--- config.mk ---
export PLATFORM = sky130hd
export DESIGN_NAME = sgm_queue
export DESIGN_NICKNAME = d
export VERILOG_FILES = /design/src/rtl/sgm_pkg.sv /design/src/rtl/sgm_queue.sv
export SDC_FILE = /design/constraint.sdc
export NUM_CORES = 1
export LEC_CHECK = 0
export ABC_CLOCK_PERIOD_IN_PS = 4500
export BUFFER_PORTS_ARGS = -buffer_cell sky130_fd_sc_hd__buf_2
export CAP_MARGIN = 20
export CORE_MARGIN = 1.5
export CORE_UTILIZATION = 64
export CTS_BUF_LIST = sky130_fd_sc_hd__clkbuf_4
export CTS_CLUSTER_SIZE = 20
export DETAILED_ROUTE_END_ITERATION = 8
export PLACE_DENSITY = 0.9
export SLEW_MARGIN = 20
export SYNTH_ARGS = -nofsm -noshare
export SYNTH_HDL_FRONTEND = slang
export SYNTH_SLANG_ARGS = --single-unit
--- constraint.sdc ---
create_clock -name clk -period 4.5 [get_ports clk]
set_input_delay 0.9 -clock clk [delete_from_list [all_inputs] [get_ports clk]]
set_output_delay 0.9 -clock clk [all_outputs]
set_load 0.05 [all_outputs]
--- src/rtl/sgm_pkg.sv ---
package sgm_pkg;

  localparam int PIX_W = 8;
  localparam int FW_W  = 11;
  localparam int FH_W  = 12;
  localparam int THR_W = 12;
  localparam int CFG_W = 12;
  localparam int IDX_W = 2;

  // register indexes
  localparam logic [IDX_W-1:0] CFG_FRAME_WIDTH    = 2'd0;
  localparam logic [IDX_W-1:0] CFG_FRAME_HEIGHT   = 2'd1;
  localparam logic [IDX_W-1:0] CFG_EDGE_THRESHOLD = 2'd2;

  localparam logic [FW_W-1:0]  FRAME_WIDTH_RST  = 11'd640;
  localparam logic [FH_W-1:0]  FRAME_HEIGHT_RST = 12'd480;
  localparam logic [THR_W-1:0] THR_CLAMP        = 12'hFFF;  // -1: clamped magnitude

  localparam logic [FH_W-1:0]  ROW_MAX  = 12'd4095;
  localparam logic [PIX_W-1:0] EDGE_ON  = 8'd255;
  localparam logic [PIX_W-1:0] EDGE_OFF = 8'd0;

  localparam int Q_DEPTH = 4;
  localparam int Q_AW    = 2;

  typedef struct packed {
    logic [PIX_W-1:0] pixel;
    logic             is_flush;
  } pix_in_t;

  typedef struct packed {
    logic [PIX_W-1:0] edge_value;
    logic             frame_last;
  } edge_out_t;

  // padded 3x3 window, tap 0 is top-left, row-major
  typedef struct packed {
    logic [8:0][PIX_W-1:0] taps;
    logic                  frame_last;
  } win_entry_t;

endpackage

--- src/rtl/sgm_queue.sv ---
module sgm_queue (
  input  logic                clk,
  input  logic                rst_n,
  input  logic                push,
  input  sgm_pkg::win_entry_t push_entry,
  output logic                room,
  input  logic                pop,
  output logic                empty,
  output sgm_pkg::win_entry_t head
);
  import sgm_pkg::*;

  win_entry_t        mem [Q_DEPTH];
  logic [Q_AW-1:0]   wr_ptr_r;
  logic [Q_AW-1:0]   rd_ptr_r;
  logic [Q_AW:0]     count_r;

  assign room  = (count_r != (Q_AW+1)'(Q_DEPTH));
  assign empty = (count_r == '0);
  assign head  = mem[rd_ptr_r];

  always_ff @(posedge clk) begin
    if (push) begin
      mem[wr_ptr_r] <= push_entry;
    end
  end

  always_ff @(posedge clk) begin
    if (!rst_n) begin
      wr_ptr_r <= '0;
      rd_ptr_r <= '0;
      count_r  <= '0;
    end else begin
      if (push) begin
        wr_ptr_r <= wr_ptr_r + Q_AW'(1);
      end
      if (pop) begin
        rd_ptr_r <= rd_ptr_r + Q_AW'(1);
      end
      if (push && !pop) begin
        count_r <= count_r + (Q_AW+1)'(1);
      end else if (pop && !push) begin
        count_r <= count_r - (Q_AW+1)'(1);
      end
    end
  end

endmodule

==> results.txt <==
Status -> completed
Synth Cell Area -> 0.0111 mm²
Largest net degree at the start of global routing -> 74
Final setup vio count -> 0
TNS Setup -> 0 ns
Critical path cell sequence -> buf_4 > mux4_2 > buf_2
Setup Buffers After CTS -> 0
Width of the die -> 134 µm
Sequential fraction of the synthesis area -> 81.0%
Unrepaired setup endpoints after global routing -> false
Prevailing post-synth register cell -> edfxtp_1
CTS Buf Count -> 71
Core Area -> 0.0167 mm²
Die area -> 0.0181 mm²
Drt wl/cell -> 21.4 µm
Worst EP arrival -> 2.57 ns
Grt total ovfl -> 0
VDD IR max -> 0.308 mV
Mux cell area share after synthesis -> 15.1%
#FFs+latches synth -> 301
Drt drc -> 0
Ys Warns -> 0
Syn Inst Count -> 425
Nature of the critical path endpoint -> output pin
CTS tree -> done
Final hold viol count -> 0
Initial antenna violation count -> 3
Worst Tran Pin Value -> 1.10 ns
Max incr delay on CP -> 0.71 ns
Via count -> 5212
Main combinational cell family by area after synthesis -> multiplexers
Post-DP Area -> 0.0119 mm²
Period utilisation layout -> 77.1%
Synth Area in XOR/XNOR -> 0.396%
Synth Area in Adders -> 0.747%
Initial Util -> 66.2%
CTS clock-pin slew for the worst setup and hold paths -> 0.07 ns
Synth Area in Simple Gates -> 0.826%
Top Family by Delay on Critical Path -> flip-flops
GRT Util Overall -> 22.7%
Max-Cap Viols -> 0
Post-synth ARST share -> 0%
Clock buffer depth -> 3
Worst skew pair latency -> 0.65 ns
CP max FO -> 27
Max-slew violation count -> 0
Slowest CP cell -> dfxtp_4
Clock skew -> 0.0235 ns
Leak -> 4.45 nW
First-pass GRT wire length -> 30.0 mm
Antenna Nets Post-Route -> 0
Worst hold-check path type -> input pin to flop
Max Clk Rate -> 288 MHz
Cts hold-fix bufs -> 0
Startpoint types -> flop
# resized after CTS -> 0
Synth Area in Compound Gates -> 0.113%
Syn_nets -> 508
Path type of the worst setup path -> flop to output pin
Nets -> 721
Clk sinks -> 301
Vias in the first global route -> 5539
Filler cells -> 897
Routed WL -> 19.4 mm
H-tree levels -> 3
Clock Root Buffer -> clkbuf_4
Post-synth cell types -> 22
Total I/O pin count -> 152
Area Overhead vs Synth -> 16.6%
Pre-antenna DRT Iters -> 4
Share of post-route cells with drive strength above 1 -> 49.1%
WP data required -> 3.60 ns
Post-layout min period -> 3.47 ns
First-iteration detailed-routing DRC count -> 342
Die Y -> 134 µm
Syn Area/Cell -> 26.0 µm²
Total power divided by cell area -> 486 mW/mm²
Post-layout util -> 77.2%
GPL Wtd Cong -> 0.687
Port bufs -> 151
Worst Path Buf+Inv -> 2
Slew HR -> 26.8%
Number of synthesized flops with an enable pin -> 292
Vias per inst -> 5.74
Final instance area -> 0.0129 mm²
FP Rows -> 47
-- state kept, by name, indices dropped and copies added, names as in the netlist, named ones only --
register,cells
mem,292
count_r,3
rd_ptr_r,2
wr_ptr_r,2
-- cell usage after synthesis, types with 2 or more instances --
master,n,area (µm²)
edfxtp_1,292,8770
xnor2_1,2,17.5
ha_1,5,62.6
dfxtp_1,9,180
nor2b_1,2,12.5
and2_1,9,56.3
mux2i_1,2,20.0
buf_2,7,35.0
xor2_1,3,26.3
buf_12,7,140
nand2_1,2,7.51
inv_1,4,15.0
mux4_2,72,1620
-- logic make-up (layout without fill, tap and decap cells) --
family	count (synthesis)	in the layout
AO/OA/AOI/OAI	2	2
XOR/XNOR	5	5
adder cells (fa/ha/maj)	6	6
buffers and inverters	20	282
flip-flops	301	301
multiplexers	75	75
other	0	1
AND/OR/NAND/NOR	16	16
-- area by class of cell --
type	instances	area (µm²)	share of cell area, %
flip-flops and latches	301	8960	69.5
multi-input cells	104	1910	14.8
repair buffers	156	851	6.60
clock buffers	99	743	5.76
well taps	220	275	2.14
clock inverters	23	141	1.10
inverters	4	15.0	0.116
diodes	1	2.50	0.0194
-- layout by cell type, fill, tap and decap left out, drive strengths merged --
master | Yosys | final
edfxtp | 292 | 292
buf | 15 | 156
clkbuf | 1 | 99
mux4 | 73 | 73
clkinv | 0 | 21
dfxtp | 9 | 9
and2 | 9 | 9
ha | 5 | 5
inv | 4 | 4
xor2 | 3 | 3
nand2 | 2 | 2
xnor2 | 2 | 2
mux2i | 2 | 2
nor2b | 2 | 2
bufinv | 0 | 2
diode | 0 | 1
nor2 | 1 | 1
nor3 | 1 | 1
o21ai | 1 | 1
or3 | 1 | 1
a21boi | 1 | 1
fa | 1 | 1
-- worst paths after layout --
| check | slack, ns | from | end | cells past startpoint |
|---|---|---|---|---|
| min reg2reg | 0.55 | count_r[2]$_SDFFE_PN0P_ | count_r[2]$_SDFFE_PN0P_ | 2 |
| max | 1.03 | flop | head[8] | 3 |
| min | 0.47 | push_entry[38] | mem[3][38]$_DFFE_PP_ | 1 |
| max reg2reg | 2.59 | wr_ptr_r[0]$_SDFFE_PN0P_ | mem[2][56]$_DFFE_PP_ | 3 |
-- worst register-to-register path: stages, from the launching register on --
cell and delay, ns:
dfxtp_1 0.35, inv_1 0.11, ha_1 0.15, and2_4 0.82
-- power breakdown --
| group | switching (mW) | internal, mW | total [mW] |
|---|---|---|---|
| Clock | 0.972 | 1.13 | 2.10 |
| Combinational | 0.600 | 0.274 | 0.874 |
| Sequential | 0.0732 | 3.22 | 3.29 |
-- stage by stage --
step	power (mW)	hold WS [ns]	setup slack [ns]	cells
finish	6.27	0.465	1.03	908
global route	6.53	0.404	0.790	908
CTS	6.33	0.412	0.914	904
detailed placement	4.23	0.536	1.61	782
global placement	4.20	0.488	1.64	782
floorplan	4.02	0.477	1.45	425
-- metal layers --
layer | wire length (µm) | GRT usage (%) | up-vias
met4 | 398 | 8.18 | 4
met3 | 1600 | 8.28 | 40
met2 | 9620 | 34.9 | 221
li1 | - | - | 2284
met1 | 7780 | 30.7 | 2663
met5 | 27 | 0 | -
Note: power is estimated with default switching activity, not from simulation.
