===== src/rtl/sgm_pkg.sv =====
package sgm_pkg;

  localparam int PIX_W = 8;
  localparam int FW_W  = 11;
  localparam int FH_W  = 12;
  localparam int THR_W = 12;
  localparam int CFG_W = 12;
  localparam int IDX_W = 2;

  // register indexes
  localparam logic [IDX_W-1:0] CFG_FRAME_WIDTH    = 2'd0;
  localparam logic [IDX_W-1:0] CFG_FRAME_HEIGHT   = 2'd1;
  localparam logic [IDX_W-1:0] CFG_EDGE_THRESHOLD = 2'd2;

  localparam logic [FW_W-1:0]  FRAME_WIDTH_RST  = 11'd640;
  localparam logic [FH_W-1:0]  FRAME_HEIGHT_RST = 12'd480;
  localparam logic [THR_W-1:0] THR_CLAMP        = 12'hFFF;  // -1: clamped magnitude

  localparam logic [FH_W-1:0]  ROW_MAX  = 12'd4095;
  localparam logic [PIX_W-1:0] EDGE_ON  = 8'd255;
  localparam logic [PIX_W-1:0] EDGE_OFF = 8'd0;

  localparam int Q_DEPTH = 4;
  localparam int Q_AW    = 2;

  typedef struct packed {
    logic [PIX_W-1:0] pixel;
    logic             is_flush;
  } pix_in_t;

  typedef struct packed {
    logic [PIX_W-1:0] edge_value;
    logic             frame_last;
  } edge_out_t;

  // padded 3x3 window, tap 0 is top-left, row-major
  typedef struct packed {
    logic [8:0][PIX_W-1:0] taps;
    logic                  frame_last;
  } win_entry_t;

endpackage


===== src/rtl/sgm_back.sv =====
module sgm_back (
  input  logic                        clk,
  input  logic                        rst_n,
  input  logic                        q_empty,
  input  sgm_pkg::win_entry_t         q_head,
  output logic                        q_pop,
  input  logic [sgm_pkg::THR_W-1:0]   edge_threshold,
  output logic                        out_valid,
  input  logic                        out_stall,
  output sgm_pkg::edge_out_t          out_data
);
  import sgm_pkg::*;

  localparam logic [2:0] B_IDLE = 3'd0;
  localparam logic [2:0] B_SQ   = 3'd1;
  localparam logic [2:0] B_SUM  = 3'd2;
  localparam logic [2:0] B_ROOT = 3'd3;
  localparam logic [2:0] B_OUT  = 3'd4;

  logic [2:0]          state_r;
  logic signed [10:0]  gx_r, gy_r;
  logic                last_r;
  logic [19:0]         sqx_r, sqy_r;
  logic [21:0]         thr_sq_r;
  logic [15:0]         rem_r, res_r, bit_r;
  logic [2:0]          step_r;
  logic [PIX_W-1:0]    val_r;
  logic                out_valid_r;
  edge_out_t           out_data_r;

  logic [9:0]          xp, xn, yp, yn;
  logic signed [21:0]  gx_sq, gy_sq;
  logic [21:0]         thr_sq;
  logic [20:0]         s;
  logic [16:0]         trial;
  logic                out_free;

  always_comb begin
    xp = 10'(q_head.taps[2]) + {1'b0, q_head.taps[5], 1'b0} + 10'(q_head.taps[8]);
    xn = 10'(q_head.taps[0]) + {1'b0, q_head.taps[3], 1'b0} + 10'(q_head.taps[6]);
    yp = 10'(q_head.taps[0]) + {1'b0, q_head.taps[1], 1'b0} + 10'(q_head.taps[2]);
    yn = 10'(q_head.taps[6]) + {1'b0, q_head.taps[7], 1'b0} + 10'(q_head.taps[8]);
  end

  assign gx_sq  = gx_r * gx_r;
  assign gy_sq  = gy_r * gy_r;
  assign thr_sq = edge_threshold[10:0] * edge_threshold[10:0];
  assign s      = {1'b0, sqx_r} + {1'b0, sqy_r};
  assign trial  = {1'b0, res_r} + {1'b0, bit_r};

  assign q_pop    = (state_r == B_IDLE) && !q_empty;
  assign out_free = !out_valid_r || !out_stall;

  always_ff @(posedge clk) begin
    unique case (state_r)
      B_IDLE: begin
        gx_r   <= $signed({1'b0, xp}) - $signed({1'b0, xn});
        gy_r   <= $signed({1'b0, yp}) - $signed({1'b0, yn});
        last_r <= q_head.frame_last;
      end
      B_SQ: begin
        sqx_r    <= gx_sq[19:0];
        sqy_r    <= gy_sq[19:0];
        thr_sq_r <= thr_sq;
      end
      B_SUM: begin
        rem_r  <= s[15:0];
        res_r  <= '0;
        bit_r  <= 16'h4000;
        step_r <= '0;
        if (edge_threshold == THR_CLAMP) begin
          val_r <= EDGE_ON;   // saturated unless the root runs
        end else if (edge_threshold[THR_W-1]) begin
          val_r <= EDGE_ON;
        end else begin
          val_r <= ({1'b0, s} > thr_sq_r) ? EDGE_ON : EDGE_OFF;
        end
      end
      B_ROOT: begin
        // one bit of the integer square root per cycle
        if ({1'b0, rem_r} >= trial) begin
          rem_r <= rem_r - trial[15:0];
          res_r <= (res_r >> 1) + bit_r;
        end else begin
          res_r <= res_r >> 1;
        end
        bit_r  <= bit_r >> 2;
        step_r <= step_r + 3'd1;
      end
      B_OUT: begin
        if (out_free) begin
          out_data_r.edge_value <= val_r;
          out_data_r.frame_last <= last_r;
        end
      end
      default: ;
    endcase
    if (state_r == B_ROOT && step_r == 3'd7) begin
      val_r <= ({1'b0, rem_r} >= trial) ? PIX_W'((res_r >> 1) + bit_r) : PIX_W'(res_r >> 1);
    end
  end

  always_ff @(posedge clk) begin
    if (!rst_n) begin
      state_r     <= B_IDLE;
      out_valid_r <= 1'b0;
    end else begin
      if (out_valid_r && !out_stall) begin
        out_valid_r <= 1'b0;
      end
      unique case (state_r)
        B_IDLE: if (!q_empty) state_r <= B_SQ;
        B_SQ:   state_r <= B_SUM;
        B_SUM: begin
          if (edge_threshold == THR_CLAMP && s[20:16] == '0) begin
            state_r <= B_ROOT;
          end else begin
            state_r <= B_OUT;
          end
        end
        B_ROOT: if (step_r == 3'd7) state_r <= B_OUT;
        B_OUT: begin
          if (out_free) begin
            out_valid_r <= 1'b1;
            state_r     <= B_IDLE;
          end
        end
        default: state_r <= B_IDLE;
      endcase
    end
  end

  assign out_valid = out_valid_r;
  assign out_data  = out_data_r;

endmodule


===== config.mk =====
export PLATFORM = sky130hd
export DESIGN_NAME = sgm_back
export DESIGN_NICKNAME = d
export VERILOG_FILES = /design/src/rtl/sgm_pkg.sv /design/src/rtl/sgm_back.sv
export SDC_FILE = /design/constraint.sdc
export NUM_CORES = 1
export LEC_CHECK = 0
export ABC_AREA = 1
export BUFFER_PORTS_ARGS = -buffer_cell sky130_fd_sc_hd__buf_2
export CORE_MARGIN = 2
export CORE_UTILIZATION = 52
export DETAILED_ROUTE_END_ITERATION = 8
export PLACE_DENSITY = 0.69
export SLEW_MARGIN = 20
export SYNTH_ARGS = -nofsm -noshare
export SYNTH_HDL_FRONTEND = slang
export SYNTH_SLANG_ARGS = --single-unit
export TNS_END_PERCENT = 50

===== constraint.sdc =====
create_clock -name clk -period 6.19 [get_ports clk]
set_input_delay 1.238 -clock clk [delete_from_list [all_inputs] [get_ports clk]]
set_output_delay 1.238 -clock clk [all_outputs]
set_load 0.01 [all_outputs]

==> results.yml, run 1 <==
run_status:
  status: "finished clean"
sta:
  slew-limit-headroom_pct: 42.2
  worst_slew_pin_slew_ps: 866
  tns_ps: 0
  finalCriticalPeriod_ps: 5630
  finClkSkew_ps: 16.0
  period_share_pct: 90.9
  max_freq_mhz: 178
  drv_slew: 0
  finalHoldViolations: 0
  setup_viol: 0
  rsz0062_at_grt: "false"
synth:
  syn_area_sq_um: 21600
  syn_nets: 3092
  avgSynthCellArea_sq_um: 8.81
  synth_cell_type_count: 47
  synth.ff_latch_count: 146
  yosysSeqAreaShare_pct: 20.1
  yosysWarnings: 0
  synthFlopType: "edfxtp_1"
  async_flop_share_pct: 0
  netlist_instances: 2457
  synth_edf_count: 142
floorplan:
  num_rows: 74
  die_w_um: 208
  fp.dieH_um: 208
  start_util_pct: 52.9
  die_area_sq_um: 43300
  fp.coreArea_sq_um: 40900
  pin_count: 100
detailed_routing:
  wl_per_cell_um: 14.6
  dr.pass1.iters: 8
  vias: 15845
  via_per_inst: 5.15
  drc: 0
  wirelength_um: 45000
  drt_iter0_markers: 852
  antenna_left: 0
final_layout:
  nets: 3168
  area_delta_synth_final_pct: 7.55
  fill_cells: 3721
  multi_input_area_sq_um: 14800
  drive_gt1_share_pct: 6.40
  regArea_sq_um: 4340
  final_cells: 3079
min_path:
  min_path_cells: 0
  hp-class: "flip-flop to flip-flop"
cts:
  clock_path_buffers: 2
  insertion_delay_ps: 440
  root_buffer: "clkbuf_16"
  post-cts-setup-buffers: 0
  cts_buffers: 17
  cts_hold_buf: 0
  ctsResizeCount: 0
  cts.sinks: 146
  cts_tree: "built"
  h-tree-depth: 4
  clkTransAtPathRegs_ps: 70
place:
  place_hpwl_um: 37600
  io_buffers: 91
  dpl.cell_count: 3046
  gp_congestion: 0.891
global_route:
  first_global_vias: 17158
  grt_max_degree: 61
  gr-total-overflow: 0
  grt_first_pass_wirelength_um: 79700
  antenna_found_initial: 3
  grt_usage_pct: 22.4
worst_setup_path:
  arrival_ps: 5800
  critPathMaxFanout: 11
  start_kind: "input pin"
  critPathKind: "input pin to flip-flop"
  rr_worst_depth: 13
  cp.required_ps: 6370
  endpoint_kind: "flip-flop"
flow_run:
  maxCapViolations: 0
## cell usage in the layout, fill, tap and decap left out, types with 6 or more instances in the layout
cell,instances
inv_1,624
nand2_1,454
fa_1,319
ha_1,227
edfxtp_1,142
a21oi_1,122
nor2_1,116
xor2_1,95
buf_2,91
o21ai_0,69
nand3_1,66
xnor2_1,48
clkbuf_16,17
nor3_1,15
a31oi_1,13
buf_4,13
nand4_1,11
inv_8,9
nand2_2,8
o211ai_1,6
o31ai_1,6
## cell families (layout without fill, tap and decap cells)
kind of cell,count (synthesis),in the layout,share of synthesized area (%)
AO/OA/AOI/OAI,249,249,6.39
buffers and inverters,674,763,11.8
other,0,1,0
XOR/XNOR,143,143,5.79
flip-flops,146,146,20.1
multiplexers,2,2,0.0983
AND/OR/NAND/NOR,697,697,13.2
adder cells (fa/ha/maj),546,546,42.6
## metal layers
metal / GRT usage, % / share of wire [%] / up-vias
met1: 28.0 / 42 / 7727
met3: 4.12 / 4.9 / 64
li1: - / - / 7703
met2: 39.9 / 51 / 345
met5: 0 / 0.080 / -
met4: 5.77 / 2.0 / 6
## cells in the mapped netlist, drive strengths merged, types with 4 or more instances
| library cell | instances | share of area [%] |
|---|---|---|
| clkbuf | 43 | 0.75 |
| a21o | 5 | 0.17 |
| o21bai | 5 | 0.17 |
| nand3b | 4 | 0.14 |
| xor2 | 95 | 3.8 |
| ha | 227 | 13 |
| o21a | 5 | 0.17 |
| nor3 | 17 | 0.39 |
| a211oi | 4 | 0.14 |
| o31ai | 6 | 0.21 |
| dfxtp | 4 | 0.37 |
| a21oi | 123 | 2.9 |
| nand2 | 464 | 8.2 |
| xnor2 | 48 | 1.9 |
| o211ai | 6 | 0.21 |
| buf | 4 | 0.18 |
| a31oi | 14 | 0.47 |
| nand4 | 11 | 0.32 |
| edfxtp | 142 | 20 |
| or2 | 6 | 0.17 |
| inv | 625 | 11 |
| nand3 | 69 | 1.7 |
| fa | 319 | 30 |
| o21ai | 74 | 1.7 |
| nor4 | 4 | 0.12 |
| nor2 | 118 | 2.1 |
## critical path, stage by stage
cell and delay (ps):
buf_2 240, nand2_1 140, fa_1 500, fa_1 550
inv_1 50, fa_1 500, fa_1 550, inv_1 60
fa_1 520, inv_1 40, ha_1 340, nand2_1 110
nor2_1 220, o21ai_0 140, o211ai_1 130, nor2_1 110
o21ai_0 240, xor2_1 110
## worst paths after layout
path	from	endpoint	slack, ps
worst max-delay path	edge_threshold[9]	thr_sq_r[14]$_DFFE_PP_	560
worst min-delay path	val_r[5]$_DFFE_PP_	out_data[6]$_DFFE_PP_	430
worst max register to register	gy_r[2]$_DFFE_PN_	sqy_r[17]$_DFFE_PP_	770
worst min register to register	val_r[5]$_DFFE_PP_	out_data[6]$_DFFE_PP_	430
## layout make-up
class	instances	area share [%]
multi-input combinational	1637	63.4
sequential	146	18.7
inverter	627	10.1
tap	532	2.86
timing repair buffer	104	2.38
clock buffer	17	1.83
clock inverter	15	0.753
antenna	1	0.0108
## flip-flops by register name, indices dropped and copies added, names as in the netlist
signal / count
bit_r: 8
last_r: 1
state_r: 3
gx_r: 11
out_data: 9
sqy_r: 19
step_r: 3
gy_r: 11
out_valid: 1
res_r: 16
val_r: 8
sqx_r: 19
thr_sq_r: 21
rem_r: 16
## per-stage QoR
step | worst slack (ps) | hold slack (ps) | instance area (sq um) | util, %
3_3_place_gp | 192 | 403 | 22700 | 55.4
4_1_cts | 607 | 430 | 23300 | 56.9
2_1_floorplan | 408 | 400 | 21600 | -
3_5_place_dp | 163 | 412 | 22700 | 55.4
5_1_grt | 271 | 436 | 23300 | 56.9
6_report | 561 | 426 | 23300 | 56.9
Power of run 1 is not shown: default switching activity piles up to over one toggle a cycle in this logic, so the estimate is an artifact.
==> inputs of run 2 (changes only) <==
ABC_AREA = 0   (was 1)
==> results.yml, run 2 <==
run_status:
  status: "finished clean"
final_layout:
  nets: 2794
  area_delta_synth_final_pct: 9.06
  diodes: 0
  final_cell_mix: "inv_1 (461), fa_1 (319), ha_1 (227), edfxtp_1 (142), nand2_1 (130)"
  drive_gt1_share_pct: 8.66
  top_register: "thr_sq_r"
  final_common_cell: "inv_1"
  largest_reg_flops: 21
  largest_registers: "thr_sq_r: 21 flops, sqx_r: 19 flops, sqy_r: 19 flops"
  final_cells: 2697
synth:
  yosysWarnings: 0
  yosysSeqAreaShare_pct: 21.0
  yosys.area_share.adder_pct: 44.5
  synth_most_common_cell: "inv_1"
  async_flop_share_pct: 0
  syn_nets: 2694
  yosys.area_share.simple_pct: 10.9
  synth_edf_count: 142
  synthXorXnorAreaFrac_pct: 5.79
  synth_compound_area_share_pct: 7.79
  syn_area_sq_um: 20700
  avgSynthCellArea_sq_um: 10.1
  synth_cell_type_count: 59
  synth.ff_latch_count: 146
  synth_mux_area_share_pct: 0.810
  synthFlopType: "edfxtp_1"
  synthTopCellsByCount: "inv_1 (461), fa_1 (319), ha_1 (227)"
  synth_top_family_by_area: "adder cells"
  netlist_instances: 2059
  synth_top_cell_area_share_pct: 30.8
  yosysTopAreaCell: "fa_1"
  synth_area_leaders: "fa_1 (31%), edfxtp_1 (21%), ha_1 (14%)"
worst_setup_path:
  critPathKind: "input pin to flip-flop"
  worstPathCellList: "buf_2 -> inv_1 -> nor2_1 -> fa_1 -> fa_1 -> fa_1 -> fa_1 -> inv_1 -> fa_1 -> inv_1 -> ha_1 -> inv_1 -> nor2_1 -> o21ai_0 -> o31ai_1 -> a311o_1 -> a21oi_2 -> a21oi_1 -> xor2_1"
  slowest_stage: "fa_1"
  cp.required_ps: 6370
  endpoint_kind: "flip-flop"
  arrival_ps: 6010
  start_kind: "input pin"
  r2r_slack_ps: 520
  critPathMaxFanout: 8
  critPathMaxStageDelay_ps: 530
  critPathMostFrequentCell: "fa_1"
sta:
  period_share_pct: 94.1
  max_freq_mhz: 172
  slew-limit-headroom_pct: 41.6
  worst_slew_pin_slew_ps: 875
  finClkSkew_ps: 12.8
  tns_ps: 0
  rsz0062_at_grt: "false"
  finalCriticalPeriod_ps: 5830
  finalHoldViolations: 0
  setup_viol: 0
  drv_slew: 0
detailed_routing:
  antenna_left: 0
  via_per_inst: 5.19
  dr.pass1.iters: 5
  drt_iter0_markers: 586
  wl_per_cell_um: 15.0
  vias: 13993
  wirelength_um: 40500
  drc: 0
floorplan:
  die_w_um: 204
  fp.coreArea_sq_um: 39500
  die_area_sq_um: 41400
  fp.dieH_um: 204
  pin_count: 100
  start_util_pct: 52.4
  num_rows: 73
global_route:
  grt_usage_pct: 21.1
  first_global_vias: 15340
  antenna_found_initial: 1
  gr-total-overflow: 0
  grt_first_pass_wirelength_um: 71000
  grt_max_degree: 61
place:
  gp_congestion: 0.889
  place_hpwl_um: 34300
  dpl.cell_count: 2665
  io_buffers: 91
cts:
  ctsResizeCount: 0
  insertion_delay_ps: 440
  cts_hold_buf: 0
  cts.sinks: 146
  post-cts-setup-buffers: 0
  h-tree-depth: 4
  cts_tree: "built"
  root_buffer: "clkbuf_16"
  cts_buffers: 17
  clkTransAtPathRegs_ps: 70
  clock_path_buffers: 2
flow_run:
  maxCapViolations: 0
min_path:
  hp-class: "flip-flop to flip-flop"
## run 2: cell types whose count changed after synthesis, moves of 44 or more
cell	previous run	this run
xnor2_1	48	94
nand3_1	66	22
a21oi_1	122	65
nand2_1	454	130
and2_1	2	85
xor2_1	95	43
inv_1	624	461
## run 2: cell type report
type / count / area, sq um
clock buffers: 17 / 425
clock inverters: 15 / 246
fillers: 3440 / 17000
inverters: 462 / 1730
multi-input cells: 1407 / 14500
flip-flops and latches: 146 / 4340
well taps: 525 / 657
repair buffers: 125 / 711
## run 2: cells by family after synthesis
logic type / Yosys count
multiplexers: 16
AO/OA/AOI/OAI: 247
XOR/XNOR: 137
flip-flops: 146
buffers and inverters: 506
adder cells (fa/ha/maj): 546
AND/OR/NAND/NOR: 461
## run 2: final timing paths
kind,start,endpoint,depth (start not counted)
setup / recovery,edge_threshold[4],thr_sq_r[20]$_DFFE_PP_,19
hold / removal,val_r[2]$_DFFE_PP_,out_data[3]$_DFFE_PP_,0
setup reg to reg,gx_r[2]$_DFFE_PN_,sqx_r[19]$_DFFE_PP_,16
hold reg to reg,val_r[2]$_DFFE_PP_,out_data[3]$_DFFE_PP_,0
## run 2: layer usage
metal	GRT usage (%)	wire length [um]	share of wire, %
met1	25.9	17100	42
met2	38.6	21300	53
met4	4.74	554	1.4
met3	3.74	1440	3.6
met5	0	11	0.027
## run 2: through the flow
step           setup slack (ps)  cell area (sq um)  util [%]  hold WS [ps]
2_1_floorplan              28.1              20700         -           400
3_3_place_gp               23.7              21900      55.4           403
3_5_place_dp              -51.6              21900      55.4           405
4_1_cts                     397              22600      57.1           419
5_1_grt                     151              22600      57.1           429
6_report                    363              22600      57.1           418
## run 2: worst max-delay path, delay by kind of cell
family | cells | cell delay, ps
simple gates | 2 | 340
fa+ha+maj | 6 | 2750
buf+inv | 5 | 540
compound gates | 5 | 980
xor+xnor | 1 | 140
Power of run 2 is left out for the same reason.
